### config.mk
export PLATFORM = sky130hd
export DESIGN_NAME = ultrasonic_ranger_controller_flat
export DESIGN_NICKNAME = d
export VERILOG_FILES = /design/src/hw/rtl/urc_pkg.sv /design/src/hw/rtl/urc_in_if.sv /design/src/hw/rtl/urc_out_if.sv /design/src/hw/rtl/urc_cfg_regs.sv /design/src/hw/rtl/urc_step.sv /design/src/hw/rtl/ultrasonic_ranger_controller.sv /design/src/flat_wrapper.sv
export SDC_FILE = /design/constraint.sdc
export NUM_CORES = 1
export LEC_CHECK = 0
export ABC_AREA = 0
export BUFFER_PORTS_ARGS = -buffer_cell sky130_fd_sc_hd__buf_2
export CAP_MARGIN = 10
export CORE_UTILIZATION = 55
export DETAILED_ROUTE_END_ITERATION = 8
export GPL_TIMING_DRIVEN = 0
export PLACE_DENSITY = 0.82
export SYNTH_ARGS = -nofsm -noshare
export SYNTH_HDL_FRONTEND = slang
export SYNTH_SLANG_ARGS = --single-unit
export TNS_END_PERCENT = 50
### constraint.sdc
create_clock -name clk_i -period 5.85 [get_ports clk_i]
set_clock_uncertainty 0.2 [all_clocks]
set_input_delay 1.17 -clock clk_i [delete_from_list [all_inputs] [get_ports clk_i]]
set_output_delay 1.17 -clock clk_i [all_outputs]
set_load 0.02 [all_outputs]
### src/hw/rtl/urc_pkg.sv
package urc_pkg;

  // Configuration port geometry.
  localparam int unsigned CFG_DATA_W = 25;
  localparam int unsigned CFG_IDX_W  = 3;

  // Register field widths.
  localparam int unsigned TRIG_W   = 16;
  localparam int unsigned PERIOD_W = 25;

  // Counter and register values are compared at this common width.
  localparam int unsigned CMP_W = 32;

  // Register indexes.
  localparam logic [CFG_IDX_W-1:0] REG_TRIGGER  = 3'd0;
  localparam logic [CFG_IDX_W-1:0] REG_PERIOD   = 3'd1;
  localparam logic [CFG_IDX_W-1:0] REG_COOLDOWN = 3'd2;
  localparam logic [CFG_IDX_W-1:0] REG_TIMEOUT  = 3'd3;
  localparam logic [CFG_IDX_W-1:0] REG_STARTUP  = 3'd4;

  // Register reset values.
  localparam logic [TRIG_W-1:0]   TRIGGER_RST  = 16'd800;
  localparam logic [PERIOD_W-1:0] PERIOD_RST   = 25'd2400000;
  localparam logic [PERIOD_W-1:0] COOLDOWN_RST = 25'd240000;
  localparam logic [PERIOD_W-1:0] TIMEOUT_RST  = 25'd24000000;
  localparam logic [PERIOD_W-1:0] STARTUP_RST  = 25'd16000000;

  typedef enum logic [2:0] {
    ST_STARTUP   = 3'd0,
    ST_TRIGGER   = 3'd1,
    ST_WAIT_ECHO = 3'd2,
    ST_ECHO_HIGH = 3'd3,
    ST_COOLDOWN  = 3'd4
  } stage_e;

  typedef struct packed {
    logic [TRIG_W-1:0]   trigger_ticks;
    logic [PERIOD_W-1:0] sample_period_ticks;
    logic [PERIOD_W-1:0] cooldown_ticks;
    logic [PERIOD_W-1:0] timeout_ticks;
    logic [PERIOD_W-1:0] startup_ticks;
  } cfg_t;

endpackage

### src/hw/rtl/urc_in_if.sv
interface urc_in_if;
  logic valid;
  logic ready;
  logic echo_level;

  modport source (output valid, output echo_level, input ready);
  modport sink (input valid, input echo_level, output ready);
endinterface

### src/hw/rtl/urc_out_if.sv
interface urc_out_if #(
  parameter int unsigned MEAS_WIDTH = 24
);
  logic                  valid;
  logic                  ready;
  logic                  trigger_active;
  logic                  meas_valid;
  logic [MEAS_WIDTH-1:0] meas_ticks;

  modport source (output valid, output trigger_active, output meas_valid,
                  output meas_ticks, input ready);
  modport sink (input valid, input trigger_active, input meas_valid,
                input meas_ticks, output ready);
endinterface

### src/hw/rtl/urc_cfg_regs.sv
module urc_cfg_regs (
  input  logic                           clk_i,
  input  logic                           rst_ni,
  input  logic                           cfg_we_i,
  input  logic [urc_pkg::CFG_IDX_W-1:0]  cfg_idx_i,
  input  logic [urc_pkg::CFG_DATA_W-1:0] cfg_data_i,
  output urc_pkg::cfg_t                  cfg_o
);

  urc_pkg::cfg_t cfg_q;

  always_ff @(posedge clk_i or negedge rst_ni) begin
    if (!rst_ni) begin
      cfg_q.trigger_ticks       <= urc_pkg::TRIGGER_RST;
      cfg_q.sample_period_ticks <= urc_pkg::PERIOD_RST;
      cfg_q.cooldown_ticks      <= urc_pkg::COOLDOWN_RST;
      cfg_q.timeout_ticks       <= urc_pkg::TIMEOUT_RST;
      cfg_q.startup_ticks       <= urc_pkg::STARTUP_RST;
    end else if (cfg_we_i) begin
      // Writes to an unknown index are dropped.
      unique case (cfg_idx_i)
        urc_pkg::REG_TRIGGER: begin
          cfg_q.trigger_ticks <= cfg_data_i[urc_pkg::TRIG_W-1:0];
        end
        urc_pkg::REG_PERIOD:   cfg_q.sample_period_ticks <= cfg_data_i;
        urc_pkg::REG_COOLDOWN: cfg_q.cooldown_ticks      <= cfg_data_i;
        urc_pkg::REG_TIMEOUT:  cfg_q.timeout_ticks       <= cfg_data_i;
        urc_pkg::REG_STARTUP:  cfg_q.startup_ticks       <= cfg_data_i;
        default: ;
      endcase
    end
  end

  assign cfg_o = cfg_q;

endmodule

### src/hw/rtl/urc_step.sv
module urc_step #(
  parameter int unsigned MEAS_WIDTH  = 24,
  parameter int unsigned COUNT_WIDTH = 25
) (
  input  urc_pkg::cfg_t           cfg_i,
  input  logic                    echo_i,
  input  urc_pkg::stage_e         stage_i,
  input  logic [COUNT_WIDTH-1:0]  since_i,
  input  logic [COUNT_WIDTH-1:0]  phase_i,
  input  logic                    half_i,
  input  logic [MEAS_WIDTH-1:0]   width_i,
  input  logic [MEAS_WIDTH-1:0]   pub_i,
  output urc_pkg::stage_e         stage_o,
  output logic [COUNT_WIDTH-1:0]  since_o,
  output logic [COUNT_WIDTH-1:0]  phase_o,
  output logic                    half_o,
  output logic [MEAS_WIDTH-1:0]   width_o,
  output logic [MEAS_WIDTH-1:0]   pub_o,
  output logic                    meas_valid_o
);

  logic [COUNT_WIDTH-1:0] since_inc;
  logic [COUNT_WIDTH-1:0] phase_inc;
  logic                   start_trig;
  logic                   done;

  // Saturating increments.
  assign since_inc = (since_i == '1) ? since_i : since_i + COUNT_WIDTH'(1);
  assign phase_inc = (phase_i == '1) ? phase_i : phase_i + COUNT_WIDTH'(1);

  always_comb begin
    stage_o      = stage_i;
    since_o      = since_i;
    phase_o      = phase_i;
    half_o       = half_i;
    width_o      = width_i;
    pub_o        = pub_i;
    meas_valid_o = 1'b0;
    start_trig   = 1'b0;
    done         = 1'b0;

    unique case (stage_i) inside
      urc_pkg::ST_STARTUP: begin
        if (urc_pkg::CMP_W'(phase_i) >= urc_pkg::CMP_W'(cfg_i.startup_ticks)) begin
          start_trig = 1'b1;
        end else begin
          phase_o = phase_inc;
        end
      end
      urc_pkg::ST_TRIGGER, urc_pkg::ST_WAIT_ECHO, urc_pkg::ST_ECHO_HIGH,
      urc_pkg::ST_COOLDOWN: begin
        since_o = since_inc;
        if (urc_pkg::CMP_W'(since_inc) >=
            urc_pkg::CMP_W'(cfg_i.sample_period_ticks)) begin
          half_o = 1'b1;
        end
        unique case (stage_i)
          urc_pkg::ST_TRIGGER: begin
            phase_o = phase_inc;
            if (urc_pkg::CMP_W'(phase_inc) >= urc_pkg::CMP_W'(cfg_i.trigger_ticks)) begin
              stage_o = urc_pkg::ST_WAIT_ECHO;
            end
          end
          urc_pkg::ST_WAIT_ECHO: begin
            if (echo_i) begin
              stage_o = urc_pkg::ST_ECHO_HIGH;
              width_o = MEAS_WIDTH'(1);
            end
          end
          urc_pkg::ST_ECHO_HIGH: begin
            if (echo_i) begin
              width_o = width_i + MEAS_WIDTH'(1);
            end else begin
              stage_o = urc_pkg::ST_COOLDOWN;
              phase_o = '0;
            end
          end
          default: begin
            phase_o = phase_inc;
            if (urc_pkg::CMP_W'(phase_inc) >= urc_pkg::CMP_W'(cfg_i.cooldown_ticks) &&
                half_o) begin
              pub_o        = width_i;
              meas_valid_o = 1'b1;
              done         = 1'b1;
              start_trig   = 1'b1;
            end
          end
        endcase
        // A completion on the same tick takes precedence over the timeout.
        if (!done &&
            urc_pkg::CMP_W'(since_inc) >= urc_pkg::CMP_W'(cfg_i.timeout_ticks)) begin
          start_trig = 1'b1;
        end
      end
      default: start_trig = 1'b1;
    endcase

    if (start_trig) begin
      stage_o = urc_pkg::ST_TRIGGER;
      since_o = '0;
      phase_o = '0;
      half_o  = 1'b0;
      width_o = '0;
    end
  end

endmodule

### src/hw/rtl/ultrasonic_ranger_controller.sv
// Ultrasonic ranger controller. Every input item is one timebase tick with the
// sampled echo pin level, and every accepted item yields exactly one result
// item carrying the trigger drive level, a one-tick publish strobe and the last
// published echo width in ticks (modulo 2^MEAS_WIDTH, zero until the first
// measurement). After reset the block waits startup_ticks, drives the trigger
// for trigger_ticks, measures the echo high time, and publishes it and
// retriggers once sample_period_ticks have passed since the trigger began and
// cooldown_ticks have passed since the echo fell; if timeout_ticks pass first,
// it retriggers silently. The block takes one item per clock cycle as long as
// the output is not stalled: the tick is folded into the state registers and
// the result register at the same edge, so the result register is the only
// stage. Input is accepted whenever the result register is empty or being
// drained. Configuration is written through a plain write port and should
// only be changed while no items are in flight.
module ultrasonic_ranger_controller #(
  parameter int unsigned MEAS_WIDTH  = 24,
  parameter int unsigned COUNT_WIDTH = 25
) (
  input  logic                           clk_i,
  input  logic                           rst_ni,
  input  logic                           cfg_we_i,
  input  logic [urc_pkg::CFG_IDX_W-1:0]  cfg_idx_i,
  input  logic [urc_pkg::CFG_DATA_W-1:0] cfg_data_i,
  urc_in_if.sink                         in_i,
  urc_out_if.source                      out_o
);

  urc_pkg::cfg_t cfg;

  // Measurement state, advanced once per accepted item.
  urc_pkg::stage_e        stage_q, stage_d;
  logic [COUNT_WIDTH-1:0] since_q, since_d;
  logic [COUNT_WIDTH-1:0] phase_q, phase_d;
  logic                   half_q, half_d;
  logic [MEAS_WIDTH-1:0]  width_q, width_d;
  logic [MEAS_WIDTH-1:0]  pub_q, pub_d;
  logic                   meas_valid_d;

  // Result register.
  logic                  out_valid_q;
  logic                  trig_q;
  logic                  meas_valid_q;
  logic [MEAS_WIDTH-1:0] meas_ticks_q;

  logic in_acc;

  urc_cfg_regs u_cfg_regs (
    .clk_i      (clk_i),
    .rst_ni     (rst_ni),
    .cfg_we_i   (cfg_we_i),
    .cfg_idx_i  (cfg_idx_i),
    .cfg_data_i (cfg_data_i),
    .cfg_o      (cfg)
  );

  urc_step #(
    .MEAS_WIDTH  (MEAS_WIDTH),
    .COUNT_WIDTH (COUNT_WIDTH)
  ) u_step (
    .cfg_i        (cfg),
    .echo_i       (in_i.echo_level),
    .stage_i      (stage_q),
    .since_i      (since_q),
    .phase_i      (phase_q),
    .half_i       (half_q),
    .width_i      (width_q),
    .pub_i        (pub_q),
    .stage_o      (stage_d),
    .since_o      (since_d),
    .phase_o      (phase_d),
    .half_o       (half_d),
    .width_o      (width_d),
    .pub_o        (pub_d),
    .meas_valid_o (meas_valid_d)
  );

  // The result register frees up in the same cycle it is read out.
  assign in_i.ready = !out_valid_q || out_o.ready;
  assign in_acc     = in_i.valid && in_i.ready;

  always_ff @(posedge clk_i or negedge rst_ni) begin
    if (!rst_ni) begin
      stage_q     <= urc_pkg::ST_STARTUP;
      since_q     <= '0;
      phase_q     <= '0;
      half_q      <= 1'b0;
      width_q     <= '0;
      pub_q       <= '0;
      out_valid_q <= 1'b0;
    end else begin
      if (in_acc) begin
        stage_q     <= stage_d;
        since_q     <= since_d;
        phase_q     <= phase_d;
        half_q      <= half_d;
        width_q     <= width_d;
        pub_q       <= pub_d;
        out_valid_q <= 1'b1;
      end else if (out_o.ready) begin
        out_valid_q <= 1'b0;
      end
    end
  end

  // Result payload needs no reset; it is qualified by out_valid_q.
  always_ff @(posedge clk_i) begin
    if (in_acc) begin
      trig_q       <= (stage_d == urc_pkg::ST_TRIGGER);
      meas_valid_q <= meas_valid_d;
      meas_ticks_q <= pub_d;
    end
  end

  assign out_o.valid          = out_valid_q;
  assign out_o.trigger_active = trig_q;
  assign out_o.meas_valid     = meas_valid_q;
  assign out_o.meas_ticks     = meas_ticks_q;

  // A publication always starts the next trigger on the same tick.
  a_pub_retriggers: assert property (@(posedge clk_i) disable iff (!rst_ni)
    out_valid_q && meas_valid_q |-> trig_q)
    else $error("measurement published without a new trigger");

  // Every accepted item leaves a result behind.
  a_acc_gives_result: assert property (@(posedge clk_i) disable iff (!rst_ni)
    in_acc |=> out_valid_q)
    else $error("accepted item produced no result");

  // During the startup wait no trigger has run yet.
  a_startup_clean: assert property (@(posedge clk_i) disable iff (!rst_ni)
    stage_q == urc_pkg::ST_STARTUP |-> since_q == '0 && !half_q && width_q == '0)
    else $error("trigger state is dirty during startup");

  // The state only moves when an item is accepted.
  a_state_holds: assert property (@(posedge clk_i) disable iff (!rst_ni)
    !in_acc |=> $stable(stage_q) && $stable(since_q) && $stable(pub_q))
    else $error("state changed without an accepted item");

endmodule
### src/flat_wrapper.sv
// flat-port wrapper written by rule: the top's interface ports become plain ports
module ultrasonic_ranger_controller_flat 
#(
  parameter int unsigned MEAS_WIDTH  = 24,
  parameter int unsigned COUNT_WIDTH = 25
)
  (clk_i, rst_ni, cfg_we_i, cfg_idx_i, cfg_data_i, in_i_valid, in_i_echo_level, in_i_ready, out_o_valid, out_o_trigger_active, out_o_meas_valid, out_o_meas_ticks, out_o_ready);
  urc_in_if in_i_i ();
  urc_out_if #(.MEAS_WIDTH(MEAS_WIDTH)) out_o_i ();
  input  logic clk_i;
  input  logic rst_ni;
  input  logic cfg_we_i;
  input  logic [urc_pkg::CFG_IDX_W-1:0] cfg_idx_i;
  input  logic [urc_pkg::CFG_DATA_W-1:0] cfg_data_i;
  input wire logic [$bits(in_i_i.valid)-1:0] in_i_valid;
  input wire logic [$bits(in_i_i.echo_level)-1:0] in_i_echo_level;
  output wire logic [$bits(in_i_i.ready)-1:0] in_i_ready;
  output wire logic [$bits(out_o_i.valid)-1:0] out_o_valid;
  output wire logic [$bits(out_o_i.trigger_active)-1:0] out_o_trigger_active;
  output wire logic [$bits(out_o_i.meas_valid)-1:0] out_o_meas_valid;
  output wire logic [$bits(out_o_i.meas_ticks)-1:0] out_o_meas_ticks;
  input wire logic [$bits(out_o_i.ready)-1:0] out_o_ready;
  assign in_i_i.valid = in_i_valid;
  assign in_i_i.echo_level = in_i_echo_level;
  assign in_i_ready = in_i_i.ready;
  assign out_o_valid = out_o_i.valid;
  assign out_o_trigger_active = out_o_i.trigger_active;
  assign out_o_meas_valid = out_o_i.meas_valid;
  assign out_o_meas_ticks = out_o_i.meas_ticks;
  assign out_o_i.ready = out_o_ready;
  ultrasonic_ranger_controller #(.MEAS_WIDTH(MEAS_WIDTH), .COUNT_WIDTH(COUNT_WIDTH)) u_core (.clk_i(clk_i), .rst_ni(rst_ni), .cfg_we_i(cfg_we_i), .cfg_idx_i(cfg_idx_i), .cfg_data_i(cfg_data_i), .in_i(in_i_i), .out_o(out_o_i));
endmodule
* Yosys cells after proc, flatten, opt, wreduce, memory -nomap -nowiden *
Index checks and enable logic that the tools add are counted.

word-level totals
  register bits = 245
  output and inout bits = 28
  logic and storage cells = 96

operators by class
  $add $sub $neg = 3
  $lt $le $gt $ge = 5
  equal/unequal tests = 16
  mux-type cells = 35
  reduce and logical (&&, ||, !) cells = 22

operators with widths
  kind                                                                    number
  25-bit two-way mux                                                      7
  24-bit two-way mux                                                      7
  25-bit greater-or-equal comparator                                      4
  25-bit one-hot mux with 2 select lines                                  2
  25-bit by 1-bit adder with 25-bit output (second input constant)        2
  25-bit equality test (second input constant)                            2
  24-bit one-hot mux with 2 select lines                                  1
  25-bit by 16-bit greater-or-equal comparator with 1-bit output          1
  24-bit by 1-bit adder with 24-bit output (second input constant)        1
  3-bit two-way mux                                                       5
  3-bit by 2-bit equality test with 1-bit output (second input constant)  4
  3-bit inequality test (second input constant)                           4
  2-bit AND reduction                                                     6
  1-bit two-way mux                                                       11
  5-bit AND reduction                                                     2
  3-bit by 1-bit equality test with 1-bit output (second input constant)  3
  3-bit one-hot mux with 3 select lines                                   1
  3-bit equality test (second input constant)                             2
  3-bit zero test                                                         2
  3-bit nonzero test                                                      2
  4-bit inequality test (second input constant)                           1
  2-bit nonzero test                                                      2
  4-bit OR reduction                                                      1
  1-bit logical AND                                                       3
  4 further kinds                                                         5

* Longest topological paths before layout *
Gate-level depths: netlist of the first run.

  word-level depth = 15
  depth in mapped cells = 19
  depth with buffers taken out = 18

* Cells and area by module *
From an unflattened synthesis of the first run, not the netlist that was laid out.

second synthesis, totals
  cells, all modules = 1409
  area total of the unflattened synthesis = 15462.3 sq um

modules (own cells, without submodules)
  module                        instances  cells each  area an instance (sq um)  sequential area each (sq um)
  urc_step                      1          913         6107.1                    0.0
  ultrasonic_ranger_controller  1          247         4908.5                    3358.2
  urc_cfg_regs                  1          249         4446.8                    2946.6

* Worst setup path before layout of the first run *
No wires, ideal clock.

  path type = reg-to-reg
  from = register u_core.since_q[4]
  to = register u_core.pub_q[10]
  data arrival time = 4.445 ns
  path slack = 1.081 ns
  cell stages (with the launch flop) = 19
  cell sequence = dfrtp_1 -> clkbuf_1 -> and3_1 -> nand4_1 -> nor4_4 -> nor2_1 -> and3_1 -> and3_1 -> xor2_1 -> ha_1 -> nand4_1 -> nor4_1 -> nand4_1 -> a21oi_1 -> nor3_1 -> nor2_1 -> buf_2 -> mux2_2 -> mux2_2

on the way
  longest elaborated chain between the ends = 9
  elaborated cells between the ends (all ways) = 10
  those cells by class = 1 x add/sub; 1 x order compare; 1 x eq/ne; 6 x mux; 1 x reduce/logical

RTL lines
  element                                                                           line                                text
  from (decl)                                                                       ultrasonic_ranger_controller.sv:32  logic [COUNT_WIDTH-1:0] since_q, since_d;
  from (signal assigned)                                                            ultrasonic_ranger_controller.sv:93  since_q <= since_d;
  25-bit by 1-bit adder with 25-bit output or 25-bit equality test (tied branches)  urc_step.sv:28                      assign since_inc = (since_i == '1) ? since_i : since_i + COUNT_WIDTH'(1);
  25-bit two-way mux *                                                              urc_step.sv:28
  25-bit greater-or-equal comparator *                                              urc_step.sv:53                      if (urc_pkg::CMP_W'(since_inc) >=
  1-bit two-way mux *                                                               urc_step.sv:53
  1-bit two-way mux *                                                               urc_step.sv:42                      unique case (stage_i) inside
  1-bit logical AND *                                                               urc_step.sv:80                      if (urc_pkg::CMP_W'(phase_inc) >= urc_pkg::CMP_W'(cfg_i.cooldown_ticks) &&
  24-bit two-way mux *                                                              urc_step.sv:80
  24-bit two-way mux *                                                              urc_step.sv:57                      unique case (stage_i)
  24-bit two-way mux *                                                              urc_step.sv:42
  named net u_core.pub_d[10]                                                        ultrasonic_ranger_controller.sv:36  logic [MEAS_WIDTH-1:0] pub_q, pub_d;
  to (signal assigned)                                                              ultrasonic_ranger_controller.sv:97  pub_q <= pub_d;
  to (decl)                                                                         ultrasonic_ranger_controller.sv:36

Mark *: on every way through the listed nets, which the timed path passes. The rest lies on a longest branch. The select of a mux whose other input is x is not followed.
A chain may end at the register's enable or synchronous reset.

* Worst setup path in the final report of the first run *
  from = register u_core.since_q[10]
  to = register u_core.pub_q[7]

The elaborated chain is that of the path after synthesis.

==> impl_metrics.env, run 1 <==
export IMPL_cts_max_path_buffers=3
export IMPL_synthToLayoutAreaGrowth_pct=12.6
export IMPL_grt_usage_pct=28.2
export IMPL_dieArea_sq_mm=0.0262
export IMPL_pwr_density_cell_mw_per_mm2=357
export IMPL_drt_iter0_drc=974
export IMPL_dr_pass1_iters=8
export IMPL_netlist_area_sq_mm=0.0141
export IMPL_portBuffers=61
export IMPL_cts_tree="built"
export IMPL_antenna_left=0
export IMPL_end_kind="flop"
export IMPL_dp_hpwl_um=26300
export IMPL_vias=11600
export IMPL_hold_class="reg2reg"
export IMPL_final_cell_mix="nand2_1, dfrtp_1, inv_1"
export IMPL_setup_ws_ps=203
export IMPL_crit_type="reg2reg"
export IMPL_via_per_inst=6.07
export IMPL_gp_congestion=0.914
export IMPL_synth_edf_count=26
export IMPL_start_util_pct=56.0
export IMPL_startpoint_type="flop"
export IMPL_wire_per_inst_um=19.0
export IMPL_fin_setup_tns_ps=0
export IMPL_syn_inst=1470
export IMPL_die_x_um=162
export IMPL_peakVddDrop_v=0.000267
export IMPL_rows=58
export IMPL_gr_total_overflow=0
export IMPL_pin_count=62
export IMPL_p_switching_w=0.00197
export IMPL_fin_crit_ps=5650
export IMPL_grt_start_max_net_pins=112
export IMPL_antenna_found_initial=3
export IMPL_cts_buffers_inserted=28
export IMPL_syn_area_per_cell_sq_um=9.57
export IMPL_synthArstFlopShare_pct=89.4
export IMPL_power_frac_seq_pct=38.8
export IMPL_drv_slew=0
export IMPL_sw_frac_of_total_pct=35.0
export IMPL_clock_latency_ps=550
export IMPL_synth_ff_type="dfrtp_1"
export IMPL_fillers=2024
export IMPL_timing_final_crit_share_pct=96.5
export IMPL_leakagePower_nw=7.39
export IMPL_clock_sinks=245
export IMPL_yosysTopAreaCell="dfrtp_1"
export IMPL_intPower_w=0.00367
export IMPL_path_max_fanout=10
export IMPL_grt_first_pass_wirelength_um=58600
export IMPL_yosys_warnings=0
export IMPL_drv_cap=0
export IMPL_yosys_area_top_type_share_pct=32.7
export IMPL_slew_headroom_pct=42.2
export IMPL_htreeDepth=1
export IMPL_finalHoldViolCount=0
export IMPL_ys_types=72
export IMPL_tightest_slew_ps=862
export IMPL_synthTopCellsByArea="dfrtp_1, ha_1, dfstp_2"
export IMPL_required_ps=6070
export IMPL_clk_pin_slew_worst_paths_ps=60
export IMPL_fmax_mhz=177
export IMPL_mostFrequentLayoutCell="nand2_1"
export IMPL_status="complete, no violations"
export IMPL_drive_gt1_share_pct=16.2
export IMPL_synth_nets=1623
export IMPL_setup_violations=0
export IMPL_root_buffer="clkbuf_16"
export IMPL_ys_seq_area_share_pct=44.8
export IMPL_synth_seq_cells=245
export IMPL_clkPwrFrac_pct=31.0
export IMPL_remaining_drc_errors=0
export IMPL_grt_pass1_vias=11500
export IMPL_comb_power_share_pct=30.2
export IMPL_core_area_sq_mm=0.0251
export IMPL_final_nets=1717
export IMPL_die_y_um=162
export IMPL_wl_um=36400
export IMPL_pre_cts_ws_ps=-390
export IMPL_cp_data_arrival_time_ps=5870
[sequential cells by signal, summed over array words and instances (netlist names)]
signal / flops
u_core.pub_q: 24
u_core.since_q: 25
u_core.phase_q: 25
u_core.half_q: 1
u_core.width_q: 24
u_core.out_o.trigger_active: 1
u_core.out_o.meas_valid: 1
u_core.u_cfg_regs.cfg_o: 116
u_core.out_o.valid: 1
u_core.out_o.meas_ticks: 24
u_core.stage_q: 3
[cells in the mapped netlist, types with 10 or more instances]
cell type and n:
a21oi_1 77, a31oi_1 52, and2_1 10, and3_1 24, clkbuf_1 46, dfrtp_1 184, dfstp_2 35, edfxtp_1 26
ha_1 119, inv_1 136, mux2_2 78, nand2_1 197, nand3_1 51, nand4_1 38, nor2_1 49, nor3_1 19
o21ai_0 127, or3_1 16, xnor2_1 21, xor2_1 18
[layer usage]
layer / GRT usage, % / vias up / share of wire, %
li1: - / 5427 / -
met4: 12.5 / 2 / 4.3
met3: 4.55 / 101 / 6.8
met1: 36.1 / 5669 / 41
met5: 0 / - / 0.030
met2: 47.1 / 433 / 48
[through the flow]
stage               hold WS, ps  util, %  area [sq um]  total power (W)  cells
detailed placement          292     59.0         14800          0.00384   1862
CTS                         305     62.8         15800          0.00562   1912
global placement            285     58.9         14800          0.00376   1861
floorplan                   261        -         14100          0.00332   1470
global route                317     63.0         15800          0.00597   1916
finish                      300     63.0         15800          0.00565   1916
[critical path, stage by stage, from the launching register on]
cell      delay, ps
dfrtp_1         320
buf_2           200
and4_1          210
clkbuf_1        230
nand3_1         180
nor4_4          340
nor2_1          250
and3_1          290
and3_1          230
xor2_1          180
ha_1            310
nand4_1         220
nor4_2          490
nand4_1         190
a21oi_1         240
nor3_1          150
nor2_4          300
buf_2           330
mux2_2          400
mux2_2          280
[power groups by stage]
| stage | combinational [W] | sequential [W] | clock [W] |
|---|---|---|---|
| floorplan | 0.00115 | 0.00217 | 0 |
| global placement | 0.00156 | 0.00220 | 0 |
| detailed placement | 0.00164 | 0.00221 | 0 |
| CTS | 0.00167 | 0.00218 | 0.00176 |
| global route | 0.00192 | 0.00222 | 0.00183 |
| finish | 0.00171 | 0.00219 | 0.00175 |
[final cells by class]
type	count	area, sq um	area share [%]
well taps	330	413	2.61
flip-flops and latches	245	6300	39.8
clock buffers	41	821	5.19
clock inverters	9	91.3	0.577
multi-input cells	1028	7040	44.5
plain buffers	61	280	1.77
repair buffers	64	358	2.26
inverters	136	510	3.23
diodes	2	5.00	0.0316
[cells by family after synthesis]
family,share of synthesized area (%)
compound gates,14.4
mux,6.67
flops,44.8
xor+xnor,2.43
simple gates,15.5
buf+inv,5.57
fa+ha+maj,10.6
[repair_timing]
action	CTS	global route
gates resized for setup	7	16
buffers inserted	0	2
setup endpoints to repair	99	102
hold buffers	0	0
pin swaps	0	2
[worst paths after layout]
kind	slack, ps	depth (start not counted)	to	startpoint
setup reg to reg	200	19	u_core.pub_q[7]	u_core.since_q[10]
setup / recovery	200	19	u_core.pub_q[7]	u_core.since_q[10]
max in group asynchronous	3920	2	u_core.pub_q[10]	rst_ni
hold / removal	300	1	u_core.pub_q[20]	u_core.pub_q[20]
hold reg to reg	300	1	u_core.pub_q[20]	u_core.pub_q[20]
min in group asynchronous	500	1	u_core.u_cfg_regs.cfg_o[29]	rst_ni
Note: power is estimated with default switching activity, not from simulation.
==> inputs of run 2 (changes only) <==
--- a/config.mk
+++ b/config.mk
@@ -5,7 +5,7 @@
 export SDC_FILE = /design/constraint.sdc
 export NUM_CORES = 1
 export LEC_CHECK = 0
-export ABC_AREA = 0
+export ABC_AREA = 1
 export BUFFER_PORTS_ARGS = -buffer_cell sky130_fd_sc_hd__buf_2
 export CAP_MARGIN = 10
 export CORE_UTILIZATION = 55
==> impl_metrics.env, run 2 <==
export IMPL_synth_seq_cells=245
export IMPL_cts_hold_buf=0
export IMPL_cts_buffers_inserted=28
export IMPL_clock_latency_ps=560
export IMPL_final_util_pct=62.3
export IMPL_synthTopCellsByArea="dfrtp_1, nand2_1, ha_1"
export IMPL_comb_power_share_pct=30.1
export IMPL_sw_frac_of_total_pct=35.8
export IMPL_wire_per_inst_um=16.3
export IMPL_grt_start_max_net_pins=89
export IMPL_root_buffer="clkbuf_16"
export IMPL_dp_hpwl_um=30200
export IMPL_status="complete, no violations"
export IMPL_fin_setup_tns_ps=0
export IMPL_timing_final_crit_share_pct=81.6
export IMPL_p_switching_w=0.00205
export IMPL_portBuffers=61
export IMPL_ys_types=45
export IMPL_dr_pass1_iters=7
export IMPL_ys_top_cells_by_count="nand2_1, inv_1, dfrtp_1, o21ai_0, nor2_1"
export IMPL_syn_inst=1970
export IMPL_antenna_found_initial=0
export IMPL_power_frac_seq_pct=39.9
export IMPL_start_util_pct=56.0
export IMPL_antenna_left=0
export IMPL_dieArea_sq_mm=0.0280
export IMPL_gp_congestion=0.989
export IMPL_clock_sinks=245
export IMPL_cts_resized_gates=0
export IMPL_wl_um=39600
export IMPL_synth_edf_count=26
export IMPL_pwr_density_cell_mw_per_mm2=342
export IMPL_antenna_cells=0
export IMPL_cts_tree="built"
export IMPL_mostFrequentLayoutCell="nand2_1"
export IMPL_synth_nets=2123
export IMPL_final_nets=2216
export IMPL_clk_pin_slew_worst_paths_ps=60
export IMPL_die_y_um=167
export IMPL_cp_data_arrival_time_ps=5020
export IMPL_path_max_fanout=10
export IMPL_setup_violations=0
export IMPL_end_kind="flop"
export IMPL_tightest_slew_ps=643
export IMPL_fillers=2342
export IMPL_rsz0062_at_grt="no"
export IMPL_htreeDepth=1
export IMPL_drv_slew=0
export IMPL_fmax_mhz=210
export IMPL_cts_max_path_buffers=3
export IMPL_clkPwrFrac_pct=30.0
export IMPL_final_cell_mix="nand2_1, inv_1, dfrtp_1"
export IMPL_grt_usage_pct=28.5
export IMPL_hold_class="reg2reg"
export IMPL_synthToLayoutAreaGrowth_pct=11.3
export IMPL_peakVddDrop_v=0.000317
export IMPL_netlist_area_sq_mm=0.0151
export IMPL_required_ps=6090
export IMPL_yosys_cell_count_top_type="nand2_1"
export IMPL_startpoint_type="flop"
export IMPL_synth_ff_type="dfrtp_1"
export IMPL_grt_first_pass_wirelength_um=63900
export IMPL_die_x_um=167
export IMPL_drt_iter0_drc=1101
export IMPL_syn_area_per_cell_sq_um=7.64
export IMPL_remaining_drc_errors=0
export IMPL_synthArstFlopShare_pct=89.4
export IMPL_leakagePower_nw=8.51
export IMPL_slew_headroom_pct=56.8
export IMPL_yosys_warnings=0
export IMPL_fin_crit_ps=4770
export IMPL_cts_post_setup_buffers_inserted=0
export IMPL_ys_seq_area_share_pct=41.9
export IMPL_grt_pass1_vias=12900
export IMPL_vias=13500
export IMPL_yosys_area_top_type_share_pct=30.6
export IMPL_pin_count=62
export IMPL_crit_type="reg2reg"
export IMPL_drv_cap=0
export IMPL_setup_ws_ps=1080
export IMPL_core_area_sq_mm=0.0269
export IMPL_pre_cts_ws_ps=1170
export IMPL_yosysTopAreaCell="dfrtp_1"
export IMPL_gr_total_overflow=0
export IMPL_intPower_w=0.00368
export IMPL_via_per_inst=5.55
export IMPL_finalHoldViolCount=0
export IMPL_drive_gt1_share_pct=10.3
export IMPL_largest_reg_flops=116
export IMPL_rows=60
-- run 2: cell types whose count changed after synthesis, sizes merged, moves of 52 or more --
cell,change
nor2,+125
nand2,+387
inv,+134
a31oi,-52
mux2,-78
o21ai,+71
-- run 2: metrics by stage --
stage          hold slack (ps)  instances  total power, W  cell area [sq um]
3_3_place_gp               263       2372         0.00388              15800
6_report                   284       2426         0.00573              16800
3_5_place_dp               271       2374         0.00400              15900
4_1_cts                    287       2426         0.00572              16800
5_1_grt                    301       2426         0.00607              16800
2_1_floorplan              248       1970         0.00347              15100
-- run 2: logic make-up (layout without fill, tap and decap cells) --
| kind of cell | after synthesis | after routing | synth area share, % |
|---|---|---|---|
| buffers and inverters | 332 | 447 | 8.76 |
| XOR/XNOR | 45 | 45 | 2.67 |
| AO/OA/AOI/OAI | 272 | 272 | 9.69 |
| AND/OR/NAND/NOR | 956 | 956 | 27.1 |
| flip-flops | 245 | 245 | 41.9 |
| multiplexers | 1 | 1 | 0.0665 |
| adder cells (fa/ha/maj) | 119 | 119 | 9.89 |
-- run 2: worst paths after layout --
| path | start | to | slack (ps) | cells past startpoint |
|---|---|---|---|---|
| worst max-delay path | u_core.phase_q[0] | u_core.phase_q[10] | 1080 | 25 |
| worst min-delay path | u_core.u_cfg_regs.cfg_o[7] | u_core.u_cfg_regs.cfg_o[7] | 280 | 2 |
| worst max register to register | u_core.phase_q[0] | u_core.phase_q[10] | 1080 | 25 |
| worst min register to register | u_core.u_cfg_regs.cfg_o[7] | u_core.u_cfg_regs.cfg_o[7] | 280 | 2 |
| max in group asynchronous | rst_ni | u_core.u_cfg_regs.cfg_o[46] | 4290 | 2 |
| min in group asynchronous | rst_ni | u_core.pub_q[14] | 330 | 1 |
-- run 2: layout make-up --
| type | count | area (sq um) | area share, % |
|---|---|---|---|
| plain buffers | 61 | 302 | 1.80 |
| repair buffers | 63 | 370 | 2.21 |
| clock buffers | 42 | 803 | 4.79 |
| flip-flops and latches | 245 | 6300 | 37.6 |
| inverters | 271 | 1020 | 6.07 |
| clock inverters | 10 | 98.8 | 0.590 |
| well taps | 341 | 427 | 2.55 |
| multi-input cells | 1393 | 7430 | 44.4 |
-- run 2: power groups by stage --
stage                     combinational [W]  sequential [W]  clock, W
final                               0.00173         0.00228   0.00172
after global routing                0.00195         0.00232   0.00181
after CTS                           0.00171         0.00228   0.00173
after detailed placement            0.00170         0.00230         0
after global placement              0.00159         0.00229         0
after floorplan                     0.00119         0.00228         0
-- run 2: per-layer routing --
metal  share of wire [%]  vias to the layer above  wire [um]  global-route usage [%]
met4                 3.4                        0       1330                    10.4
met2                  48                      458      19000                    49.2
met1                  42                     6394      16700                    36.8
li1                    -                     6515          -                       -
met5                   0                        -          0                       0
met3                 6.6                       89       2620                    3.29
-- run 2: worst max-delay path: stages, from the launching register on --
cell     delay, ps
dfrtp_1        490
ha_1           310
nand2_2        110
nor2_4         170
nand2_2        100
nor2_4         160
nand3_2        210
nand3_1        180
nor2_1          60
xor2_1         400
ha_1           360
nand2_1         90
inv_1           40
nand2_1         50
nand2_1         50
nand2_1         60
nand3_1        130
nand2_1         90
nand3_1        160
nand3_2        200
nand3_1        140
nor2_4         310
nand2_2        210
buf_4          230
nand3_1         90
nand2_1         50
==> inputs of run 3 (changes only) <==
--- a/config.mk
+++ b/config.mk
@@ -11,7 +11,7 @@
 export CORE_UTILIZATION = 55
 export DETAILED_ROUTE_END_ITERATION = 8
 export GPL_TIMING_DRIVEN = 0
-export PLACE_DENSITY = 0.82
+export PLACE_DENSITY = 0.85
 export SYNTH_ARGS = -nofsm -noshare
 export SYNTH_HDL_FRONTEND = slang
 export SYNTH_SLANG_ARGS = --single-unit
==> constraint.sdc (replaced) <==
create_clock -name clk_i -period 4.1 [get_ports clk_i]
set_clock_uncertainty 0.2 [all_clocks]
set_input_delay 0.82 -clock clk_i [delete_from_list [all_inputs] [get_ports clk_i]]
set_output_delay 0.82 -clock clk_i [all_outputs]
set_load 0.02 [all_outputs]
==> impl_metrics.env, run 3 (same netlist as run 2, synthesis figures left out) <==
export IMPL_slew_headroom_pct=48.3
export IMPL_rr_worst_depth=26
export IMPL_status="finished with violations"
export IMPL_startpoint_type="flop"
export IMPL_rr_startpoint="u_core.since_q[1]"
export IMPL_fin_crit_ps=4150
export IMPL_drive_gt1_share_pct=15.0
export IMPL_pre_cts_ws_ps=-511
export IMPL_final_nets=2247
export IMPL_via_per_inst=5.66
export IMPL_dieArea_sq_mm=0.0280
export IMPL_drv_slew=0
export IMPL_final_util_pct=64.9
export IMPL_setup_ws_ps=-50.6
export IMPL_root_buffer="clkbuf_16"
export IMPL_cp_data_arrival_time_ps=4370
export IMPL_portBuffers=61
export IMPL_drt_iter0_drc=1393
export IMPL_grt_first_pass_wirelength_um=66400
export IMPL_crit_type="reg2reg"
export IMPL_mostFrequentLayoutCell="nand2_1"
export IMPL_peakVddDrop_v=0.000502
export IMPL_grt_pass1_vias=13300
export IMPL_antenna_cells=0
export IMPL_end_kind="flop"
export IMPL_antenna_found_initial=0
export IMPL_tightest_slew_ps=776
export IMPL_die_x_um=167
export IMPL_rows=60
export IMPL_start_util_pct=56.0
export IMPL_leakagePower_nw=8.79
export IMPL_vias=13900
export IMPL_drv_cap=0
export IMPL_gp_congestion=0.983
export IMPL_clock_sinks=245
export IMPL_grt_start_max_net_pins=121
export IMPL_grt_usage_pct=29.5
export IMPL_largest_reg_flops=116
export IMPL_gr_total_overflow=0
export IMPL_pwr_density_cell_mw_per_mm2=477
export IMPL_cts_buffers_inserted=26
export IMPL_required_ps=4320
export IMPL_final_cell_mix="nand2_1, inv_1, dfrtp_1"
export IMPL_rsz0062_at_grt="yes"
export IMPL_reg2reg_to="u_core.phase_q[15]"
export IMPL_antenna_left=0
export IMPL_dr_pass1_iters=8
export IMPL_synthToLayoutAreaGrowth_pct=15.9
export IMPL_hold_class="in2async"
export IMPL_clock_latency_ps=550
export IMPL_remaining_drc_errors=0
export IMPL_dp_hpwl_um=30000
export IMPL_violations="negative setup slack"
export IMPL_clk_pin_slew_worst_paths_ps=70
export IMPL_wl_um=41800
export IMPL_timing_final_crit_share_pct=101
export IMPL_cts_tree="built"
export IMPL_setup_violations=20
export IMPL_finalHoldViolCount=0
export IMPL_pin_count=62
export IMPL_reg2reg_setup_slack_ps=-50
export IMPL_cts_max_path_buffers=3
export IMPL_path_max_fanout=9
export IMPL_htreeDepth=1
export IMPL_wire_per_inst_um=17.0
export IMPL_die_y_um=167
export IMPL_fmax_mhz=241
export IMPL_core_area_sq_mm=0.0269
-- run 3: cell count changes in the layout (fill, tap and decap cells not counted), moves of 9 or more --
cell and change:
dfrtp_2 +9, nand3_1 -9, o21ai_1 +12, nand2_1 -14
buf_2 -11, o21ai_0 -17, xor2_2 +11, dfrtp_1 -9
buf_4 +30, xor2_1 -12
-- run 3: through the flow --
step	setup TNS [ps]	hold slack, ps	cell area [sq um]	total power, W	std cells
final	-516	106	17400	0.00832	2455
after global routing	-7640	154	17400	0.00881	2455
after CTS	0	134	17000	0.00811	2440
after detailed placement	-40960	270	15800	0.00569	2373
after global placement	-337170	262	15800	0.00553	2372
after floorplan	0	248	15100	0.00495	1970
-- run 3: cell type report --
cell class	count	area (sq um)
fill	2204	9430
sequential	245	6320
multi-input combinational	1394	7850
buffer	60	348
timing repair buffer	96	647
tap	341	427
clock buffer	36	758
clock inverter	12	77.6
inverter	271	1020
-- run 3: power breakdown --
group / internal, W / leakage, nW / switching (W)
registers: 0.00295 / 3.03 / 0.000331
clock network: 0.00129 / 0.421 / 0.00101
logic: 0.00102 / 5.35 / 0.00172
total: 0.00526 / 8.79 / 0.00305
-- run 3: critical path: stages (launching register included) --
cell and delay (ps):
dfrtp_1 390, buf_4 130, buf_4 100, nand2_1 100
nor2_2 220, nand2_2 160, nor3_4 220, nand4_4 160
o21ai_0 190, nand2_1 160, ha_1 340, nand2_1 70
nor2_1 140, nand4_1 100, nor2_1 130, nand2_1 110
nand3_4 150, nand2_4 80, buf_4 140, nand3_2 80
nand2_2 80, inv_4 90, o21ai_4 60, buf_12 140
buf_6 130, nand2_1 50, nand2_1 60
-- run 3: how the worst max path moves through the flow --
stage	startpoint	to	slack, ps	cells past startpoint
3_5_place_dp	u_core.since_q[1]	u_core.phase_q[9]	-510	27
5_1_grt	u_core.since_q[1]	u_core.phase_q[15]	-170	26
4_1_cts	u_core.since_q[0]	u_core.phase_q[15]	10	26
2_1_floorplan	u_core.since_q[1]	u_core.phase_q[2]	540	27
3_3_place_gp	rst_ni	u_core.u_cfg_regs.cfg_o[88]	-1630	1
6_report	u_core.since_q[1]	u_core.phase_q[15]	-50	26
-- run 3: layer usage --
metal	routed length (um)	up-vias	GRT usage, %	part of all wire [%]
met5	0	-	0	0
met4	1540	0	10.9	3.7
met3	3460	119	3.92	8.3
met2	20300	625	50.3	49
met1	16500	6584	38.4	40
li1	-	6578	-	-
-- run 3: repair_timing --
action / in CTS / in global routing
hold buffers: 0 / 0
endpoints found under the setup margin: 128 / 128
pin swaps: 14 / 28
gates resized for setup: 46 / 91
setup buffers: 16 / 17
cloned: 3 / 0
